===== config.mk =====
export PLATFORM = sky130hd
export DESIGN_NAME = escaped_length_framed_receiver_top
export DESIGN_NICKNAME = d
export VERILOG_FILES = /design/src/rtl/elfr_pkg.sv /design/src/rtl/escaped_length_framed_receiver_top.sv /design/src/rtl/elfr_ctrl.sv /design/src/rtl/elfr_store.sv /design/src/rtl/elfr_out.sv
export SDC_FILE = /design/constraint.sdc
export NUM_CORES = 2
export LEC_CHECK = 0
export ABC_CLOCK_PERIOD_IN_PS = 4100
export BUFFER_PORTS_ARGS = -buffer_cell sky130_fd_sc_hd__buf_2
export CAP_MARGIN = 20
export CORE_MARGIN = 4
export CORE_UTILIZATION = 45
export DETAILED_ROUTE_END_ITERATION = 8
export SETUP_SLACK_MARGIN = 0.15
export SYNTH_ARGS = -nofsm -noshare
export SYNTH_HDL_FRONTEND = slang
export SYNTH_SLANG_ARGS = --single-unit

===== constraint.sdc =====
create_clock -name clk -period 4.1 [get_ports clk]
set_clock_uncertainty 0.2 [all_clocks]
set_input_delay 0.205 -clock clk [delete_from_list [all_inputs] [get_ports clk]]
set_output_delay 0.205 -clock clk [all_outputs]
set_load 0.02 [all_outputs]

===== src/rtl/elfr_pkg.sv =====
// ----------------------------------------------------------------------------
// elfr_pkg
// Shared constants and types of the escaped, length-framed byte receiver.
// ----------------------------------------------------------------------------
package elfr_pkg;

  localparam int BUFFER_DEPTH_DEFAULT = 256;

  localparam logic [8:0] MAX_LENGTH_RESET = 9'd200;
  localparam logic [7:0] ESCAPE_BYTE      = 8'h25;
  localparam logic [7:0] START_BYTE       = 8'h73;

  localparam logic [1:0] KIND_RECEIVE = 2'd0;
  localparam logic [1:0] KIND_READ    = 2'd1;
  localparam logic [1:0] KIND_TAKE    = 2'd2;

  // Request from the frame control to the payload memory.
  typedef struct packed {
    logic       wr_en;
    logic [8:0] wr_pos;
    logic [7:0] wr_data;
    logic       rd_en;
    logic [7:0] rd_index;
  } elfr_mem_req_t;

  // Result of one item, apart from the memory read data.
  typedef struct packed {
    logic       taken;
    logic [8:0] length;
    logic       is_read;
  } elfr_result_t;

endpackage


===== src/rtl/escaped_length_framed_receiver_top.sv =====
// ----------------------------------------------------------------------------
// escaped_length_framed_receiver_top: byte-stuffed, length-prefixed deframer
// A read item's memory data is registered, then passes the output register.
// One item per cycle while in_stall is low; at most one buffer access each.
// Reset clears control state and sets max_length to 200; buffer is not cleared.
// ----------------------------------------------------------------------------
module escaped_length_framed_receiver_top
  import elfr_pkg::*;
#(
  parameter int BUFFER_DEPTH = BUFFER_DEPTH_DEFAULT
) (
  input  logic        clk,
  input  logic        rst,
  input  logic        in_valid,
  output logic        in_stall,
  input  logic [1:0]  kind,
  input  logic [7:0]  byte_value,
  input  logic [7:0]  read_index,
  input  logic [15:0] size_limit,
  output logic        out_valid,
  input  logic        out_stall,
  output logic        packet_taken,
  output logic [8:0]  packet_length,
  output logic [7:0]  read_data,
  input  logic        cfg_en,
  input  logic [8:0]  cfg_data
);

  logic          accept;
  elfr_mem_req_t mem_req;
  elfr_result_t  result;
  logic [7:0]    rd_data;

  assign accept = in_valid && !in_stall;

  elfr_ctrl #(
    .BUFFER_DEPTH(BUFFER_DEPTH)
  ) u_ctrl (
    .clk        (clk),
    .rst        (rst),
    .accept     (accept),
    .kind       (kind),
    .byte_value (byte_value),
    .read_index (read_index),
    .size_limit (size_limit),
    .cfg_en     (cfg_en),
    .cfg_data   (cfg_data),
    .mem_req    (mem_req),
    .result     (result)
  );

  elfr_store #(
    .BUFFER_DEPTH(BUFFER_DEPTH)
  ) u_store (
    .clk     (clk),
    .mem_req (mem_req),
    .rd_data (rd_data)
  );

  elfr_out u_out (
    .clk           (clk),
    .rst           (rst),
    .accept        (accept),
    .result        (result),
    .rd_data       (rd_data),
    .out_stall     (out_stall),
    .in_stall      (in_stall),
    .out_valid     (out_valid),
    .packet_taken  (packet_taken),
    .packet_length (packet_length),
    .read_data     (read_data)
  );

endmodule


===== src/rtl/elfr_ctrl.sv =====
// ----------------------------------------------------------------------------
// elfr_ctrl
// Escape decoding, frame phase tracking, length check and packet take logic.
// ----------------------------------------------------------------------------
module elfr_ctrl
  import elfr_pkg::*;
#(
  parameter int BUFFER_DEPTH = BUFFER_DEPTH_DEFAULT
) (
  input  logic          clk,
  input  logic          rst,
  input  logic          accept,
  input  logic [1:0]    kind,
  input  logic [7:0]    byte_value,
  input  logic [7:0]    read_index,
  input  logic [15:0]   size_limit,
  input  logic          cfg_en,
  input  logic [8:0]    cfg_data,
  output elfr_mem_req_t mem_req,
  output elfr_result_t  result
);

  localparam logic [1:0] PHASE_IDLE   = 2'd0;
  localparam logic [1:0] PHASE_LEN_HI = 2'd1;
  localparam logic [1:0] PHASE_LEN_LO = 2'd2;
  localparam logic [1:0] PHASE_DATA   = 2'd3;

  logic [8:0]  max_length;
  logic        escape_pending, escape_pending_next;
  logic [1:0]  frame_phase, frame_phase_next;
  logic [15:0] declared_length, declared_length_next;
  logic [8:0]  write_position, write_position_next;

  logic        data_valid;
  logic [15:0] length_full;
  logic        length_ok;
  logic [8:0]  position_inc;
  logic        complete;
  logic [15:0] clipped;

  assign length_full  = declared_length | {8'h00, byte_value};
  assign length_ok    = (length_full != 16'd0) && (length_full <= {7'd0, max_length}) &&
                        (32'(length_full) <= BUFFER_DEPTH);
  assign position_inc = write_position + 9'd1;
  assign complete     = (declared_length != 16'd0) &&
                        ({7'd0, write_position} == declared_length);
  assign clipped      = (declared_length > size_limit) ? size_limit : declared_length;

  always_comb begin
    escape_pending_next  = escape_pending;
    frame_phase_next     = frame_phase;
    declared_length_next = declared_length;
    write_position_next  = write_position;
    data_valid           = 1'b0;
    mem_req              = '0;
    mem_req.wr_pos       = write_position;
    mem_req.wr_data      = byte_value;
    mem_req.rd_index     = read_index;
    result               = '0;

    if (accept) begin
      case (kind)
        KIND_RECEIVE: begin
          if (escape_pending) begin
            escape_pending_next = 1'b0;
            if (byte_value == START_BYTE) begin
              // A start always restarts, even in the middle of a frame.
              write_position_next = 9'd0;
              frame_phase_next    = PHASE_LEN_HI;
            end else begin
              data_valid = 1'b1;
            end
          end else if (byte_value == ESCAPE_BYTE) begin
            escape_pending_next = 1'b1;
          end else begin
            data_valid = 1'b1;
          end
        end
        KIND_READ: begin
          mem_req.rd_en  = 1'b1;
          result.is_read = 1'b1;
        end
        KIND_TAKE: begin
          if (complete) begin
            result.taken         = 1'b1;
            result.length        = clipped[8:0];
            declared_length_next = 16'd0;
            write_position_next  = 9'd0;
          end
        end
        default: begin
        end
      endcase
    end

    if (data_valid) begin
      case (frame_phase)
        PHASE_LEN_HI: begin
          declared_length_next = {byte_value, 8'h00};
          frame_phase_next     = PHASE_LEN_LO;
        end
        PHASE_LEN_LO: begin
          // A rejected length stays in declared_length but never completes.
          declared_length_next = length_full;
          frame_phase_next     = length_ok ? PHASE_DATA : PHASE_IDLE;
        end
        PHASE_DATA: begin
          mem_req.wr_en       = (32'(write_position) < BUFFER_DEPTH);
          write_position_next = position_inc;
          if ({7'd0, position_inc} == declared_length) begin
            frame_phase_next = PHASE_IDLE;
          end
        end
        default: begin
        end
      endcase
    end
  end

  always_ff @(posedge clk) begin
    if (rst) begin
      max_length      <= MAX_LENGTH_RESET;
      escape_pending  <= 1'b0;
      frame_phase     <= PHASE_IDLE;
      declared_length <= 16'd0;
      write_position  <= 9'd0;
    end else begin
      if (cfg_en) begin
        max_length <= cfg_data;
      end
      escape_pending  <= escape_pending_next;
      frame_phase     <= frame_phase_next;
      declared_length <= declared_length_next;
      write_position  <= write_position_next;
    end
  end

`ifndef SYNTHESIS
  // The fill position never runs past the declared length.
  assert property (@(posedge clk) disable iff (rst)
    {7'd0, write_position} <= declared_length)
    else $error("write position beyond declared length");

  // In the payload phase the frame is still open and has a nonzero length.
  assert property (@(posedge clk) disable iff (rst)
    frame_phase == PHASE_DATA |->
      declared_length != 16'd0 && {7'd0, write_position} < declared_length)
    else $error("payload phase with a closed frame");

  // A lone escape byte always arms the escape for the next byte.
  assert property (@(posedge clk) disable iff (rst)
    accept && kind == KIND_RECEIVE && !escape_pending && byte_value == ESCAPE_BYTE
      |=> escape_pending)
    else $error("escape byte not registered");
`endif

endmodule


===== src/rtl/elfr_store.sv =====
// ----------------------------------------------------------------------------
// elfr_store
// Payload buffer: one write port, one registered read port.
// ----------------------------------------------------------------------------
module elfr_store
  import elfr_pkg::*;
#(
  parameter int BUFFER_DEPTH = BUFFER_DEPTH_DEFAULT
) (
  input  logic          clk,
  input  elfr_mem_req_t mem_req,
  output logic [7:0]    rd_data
);

  localparam int AW = $clog2(BUFFER_DEPTH);

  logic [7:0]    mem [BUFFER_DEPTH];
  logic [AW-1:0] wr_addr;
  logic [AW-1:0] rd_addr;
  logic          rd_in_range;
  logic          rd_ok;
  logic [7:0]    rd_raw;

  assign wr_addr     = AW'(mem_req.wr_pos);
  assign rd_addr     = AW'(mem_req.rd_index);
  assign rd_in_range = (32'(mem_req.rd_index) < BUFFER_DEPTH);

  // Only one item is taken per cycle, so a read never meets a write in the
  // same cycle, and a read right after a write already sees the new byte.
  always_ff @(posedge clk) begin
    if (mem_req.wr_en) begin
      mem[wr_addr] <= mem_req.wr_data;
    end
    if (mem_req.rd_en) begin
      rd_raw <= mem[rd_addr];
      rd_ok  <= rd_in_range;
    end
  end

  assign rd_data = rd_ok ? rd_raw : 8'h00;

endmodule


===== src/rtl/elfr_out.sv =====
// ----------------------------------------------------------------------------
// elfr_out
// Read-wait stage and output register with the flow control between them.
// ----------------------------------------------------------------------------
module elfr_out
  import elfr_pkg::*;
(
  input  logic         clk,
  input  logic         rst,
  input  logic         accept,
  input  elfr_result_t result,
  input  logic [7:0]   rd_data,
  input  logic         out_stall,
  output logic         in_stall,
  output logic         out_valid,
  output logic         packet_taken,
  output logic [8:0]   packet_length,
  output logic [7:0]   read_data
);

  logic         a_valid;
  elfr_result_t a_res;
  logic         a_move;

  // The first stage waits for the memory read data; it moves on whenever
  // the output register is empty or is being transferred.
  assign a_move   = a_valid && (!out_valid || !out_stall);
  assign in_stall = a_valid && !a_move;

  always_ff @(posedge clk) begin
    if (rst) begin
      a_valid   <= 1'b0;
      out_valid <= 1'b0;
    end else begin
      a_valid   <= accept || (a_valid && !a_move);
      out_valid <= a_move || (out_valid && out_stall);
    end
  end

  always_ff @(posedge clk) begin
    if (accept) begin
      a_res <= result;
    end
    if (a_move) begin
      packet_taken  <= a_res.taken;
      packet_length <= a_res.length;
      read_data     <= a_res.is_read ? rd_data : 8'h00;
    end
  end

`ifndef SYNTHESIS
  // An item held in the first stage stays there unchanged.
  assert property (@(posedge clk) disable iff (rst)
    a_valid && !a_move |=> a_valid && $stable(a_res))
    else $error("held item lost in read stage");

  // A take result never carries read data.
  assert property (@(posedge clk) disable iff (rst)
    out_valid && packet_taken |-> read_data == 8'h00)
    else $error("take result with read data");
`endif

endmodule

==> reports/metrics.cfg <==
[run_status]
status = finished clean

[logic_synthesis]
syn_nets = 4064
avgSynthCellArea_um2 = 20.8
synth_top_area_cell = edfxtp_1
synth_cell_types = 62
yosys_warnings = 0
synth.area.top_cells = edfxtp_1 75%, mux4_2 14%, mux2i_1 2.3%
synthesis.area_um2 = 83000
synthArstFlopShare_pct = 0
synthesis.instances = 3983
ys_seq_area_share_pct = 76.4
synth-edff-count = 2085
synth_top_area_share_pct = 75.5
ys_ff_latch = 2124
synth_ff_type = edfxtp_1

[route]
vias = 41500
totalWireLength_mm = 206
routed_via_density = 5.82
ant_nets = 0
drc = 0
wl_per_cell_um = 28.8
drt_iter0_markers = 4261
firstDrtPassIters = 7

[global_route]
grt_start_max_net_pins = 149
grt_pass1_vias = 42100
grt_pass1_wl_mm = 299
grt_overflow = 0
grt_usage_pct = 21.5
grt_antenna_before_repair = 5

[sta]
worst_pin_slew_ps = 1100
slew_viol_final = 0
period_share_pct = 87.1
final-hold-violation-count = 0
tns_ps = 0
period_needed_ps = 3570
fmax_mhz = 280
rsz0062_at_grt = false
holdWs_ps = 80.4
fin_ws_ps = 527
setup_viol = 0
slew_headroom_pct = 26.7

[power_and_ir_drop]
irDropWorstVdd_mv = 0.366
combPwrFrac_pct = 4.8
p_sw_share_pct = 21.1
p_clk_share_pct = 41.0
p_leak_nw = 31.1
p_int_w = 0.0347
p_total_w = 0.0441
power_density_nw_per_um2 = 458
p_seq_share_pct = 54.2
p_sw_w = 0.00931

[setup_path]
reg2regPathDepth = 10
reg2reg_slack_ps = 530
arrival_ps = 4140
endpoint_kind = flip-flop
crit_required_ps = 4660
start_kind = flip-flop
crit-reg2reg-launch = u_out.out_valid
cp_max_fo = 8
timing.rr.end = u_ctrl.declared_length[8]
crit_type = reg -> reg

[final_layout]
fin_nets = 4588
final_common_cell = edfxtp_1
fin_cells = 7141
syn2layout_area_growth_pct = 16.0
diodes = 0
drive_gt1_share_pct = 28.5
final_cell_mix = 2085 x edfxtp_1, 504 x mux4_2, 372 x buf_4

[floorplanning]
initial_core_util_pct = 45.3
coreArea_um2 = 183000
rows = 157
die_area_um2 = 191000
die_h_um = 437
ios = 68
die_w_um = 437

[clock_network]
cts-root-buf = clkbuf_16
cts_resized = 0
clkLatencyLatePin_ps = 830
cts.htree.levels = 4
cts_buffer_depth = 3
clock_sinks = 2124
path_clk_slew_ps = 60
cts_made_buffers = 205
cts_tree = done

[placement]
hpwlAfterDp_mm = 128
gp_congestion = 0.803
io_buffer_count = 67
dp_slack_ps = 560
dp.cells = 6687

[run]
drv_cap = 0

[worst_hold_path]
hold_depth = 4
hold_start = size_limit[8]
holdPathEnd = u_out.a_res[9]
min_path_type = in -> reg

==> sequential cells by signal, summed over array words and instances, names as in the netlist <==
register and count:
u_out.a_res 11, u_ctrl.frame_phase 2, u_store.mem 2048, u_out.packet_taken 1, u_out.packet_length 9, u_ctrl.declared_length 16
u_out.read_data 8, u_store.rd_raw 8, u_out.a_valid 1, u_out.out_valid 1, u_ctrl.escape_pending 1, u_ctrl.write_position 9
u_ctrl.max_length 9
==> worst max path at each step <==
| stage | from | endpoint | slack, ps | cells past startpoint |
|---|---|---|---|---|
| after floorplan | u_out.out_valid | u_store.mem[151][0] | 1030 | 9 |
| after global placement | read_index[0] | u_store.rd_raw[2] | 550 | 10 |
| after detailed placement | read_index[0] | u_store.rd_raw[1] | 560 | 10 |
| after CTS | u_out.out_valid | u_store.mem[83][2] | 570 | 8 |
| after global routing | u_out.out_valid | u_store.mem[83][0] | 330 | 8 |
| final | u_out.out_valid | u_ctrl.declared_length[8] | 530 | 10 |
==> metrics by stage <==
stage	util, %	cell area [µm²]
finish	52.5	96200
global route	52.5	96200
global placement	48.6	89000
detailed placement	48.6	89000
floorplan	-	83000
CTS	52.5	96200
==> critical path, stage by stage, from the launching register on <==
cell and delay (ps):
dfxtp_1 370, nand3_2 120, nand2_1 110, or3_4 370, a41oi_4 280, dlygate4sd3_1 630
nand2_1 80, nor4b_2 320, dlygate4sd3_1 840, nand2_1 90, o21ai_0 90
==> cells by family after synthesis <==
kind of cell	Yosys count	synth area share, %
simple gates	538	2.96
fa+ha+maj	33	0.498
mux	703	16.1
buf+inv	266	1.40
compound gates	302	2.48
flops	2124	76.4
xor+xnor	17	0.179
==> cells in the mapped netlist (9+ instances only) <==
cell type and instances:
nor2_2 10, a21oi_1 50, mux2i_1 191, a221oi_1 9, edfxtp_1 2085, ha_1 33, o221ai_1 25, a211oi_1 26
nand4_1 26, inv_1 34, and2_1 11, buf_2 59, buf_4 20, dfxtp_1 39, nor2b_1 11, a31oi_1 21
or2_2 9, nor2_1 322, a2111oi_0 17, xor2_1 9, a22oi_1 17, o22ai_1 55, mux4_2 504, nand3b_1 12
nand3_1 21, nand2_1 69, nor3_1 11, o21ai_0 43, clkbuf_1 106, buf_1 45
==> what timing repair did <==
action / CTS / global route
hold buffers: 74 / 0
buffers inserted: 0 / 0
endpoints found under the hold margin: 794 / 0
==> layer usage <==
layer / wire [µm] / global-route usage [%] / share of wire [%] / vias up
met5: 7 / 0 / 0.0034 / -
met4: 4850 / 5.69 / 2.4 / 2
met3: 14100 / 3.52 / 6.9 / 278
met2: 99100 / 34.2 / 48 / 1572
met1: 87400 / 31.1 / 43 / 22100
li1: - / - / - / 17600
==> power by group through the flow <==
stage | Sequential, W | Combinational (W) | Clock (W)
after CTS | 0.0239 | 0.00212 | 0.0184
after global placement | 0.0243 | 0.00204 | 0
after floorplan | 0.0243 | 0.00105 | 0
final | 0.0239 | 0.00211 | 0.0181
after detailed placement | 0.0243 | 0.00206 | 0
after global routing | 0.0239 | 0.00223 | 0.0193
==> final cells by class <==
cell class / instances / area, µm²
Fill cell: 14200 / 87000
Sequential cell: 2124 / 63400
Multi-Input combinational cell: 1593 / 18500
Clock buffer: 248 / 5350
Timing Repair Buffer: 549 / 4740
Tap cell: 2464 / 3080
Clock inverter: 129 / 1040
Inverter: 34 / 128
(Power assumes the default switching activity.)
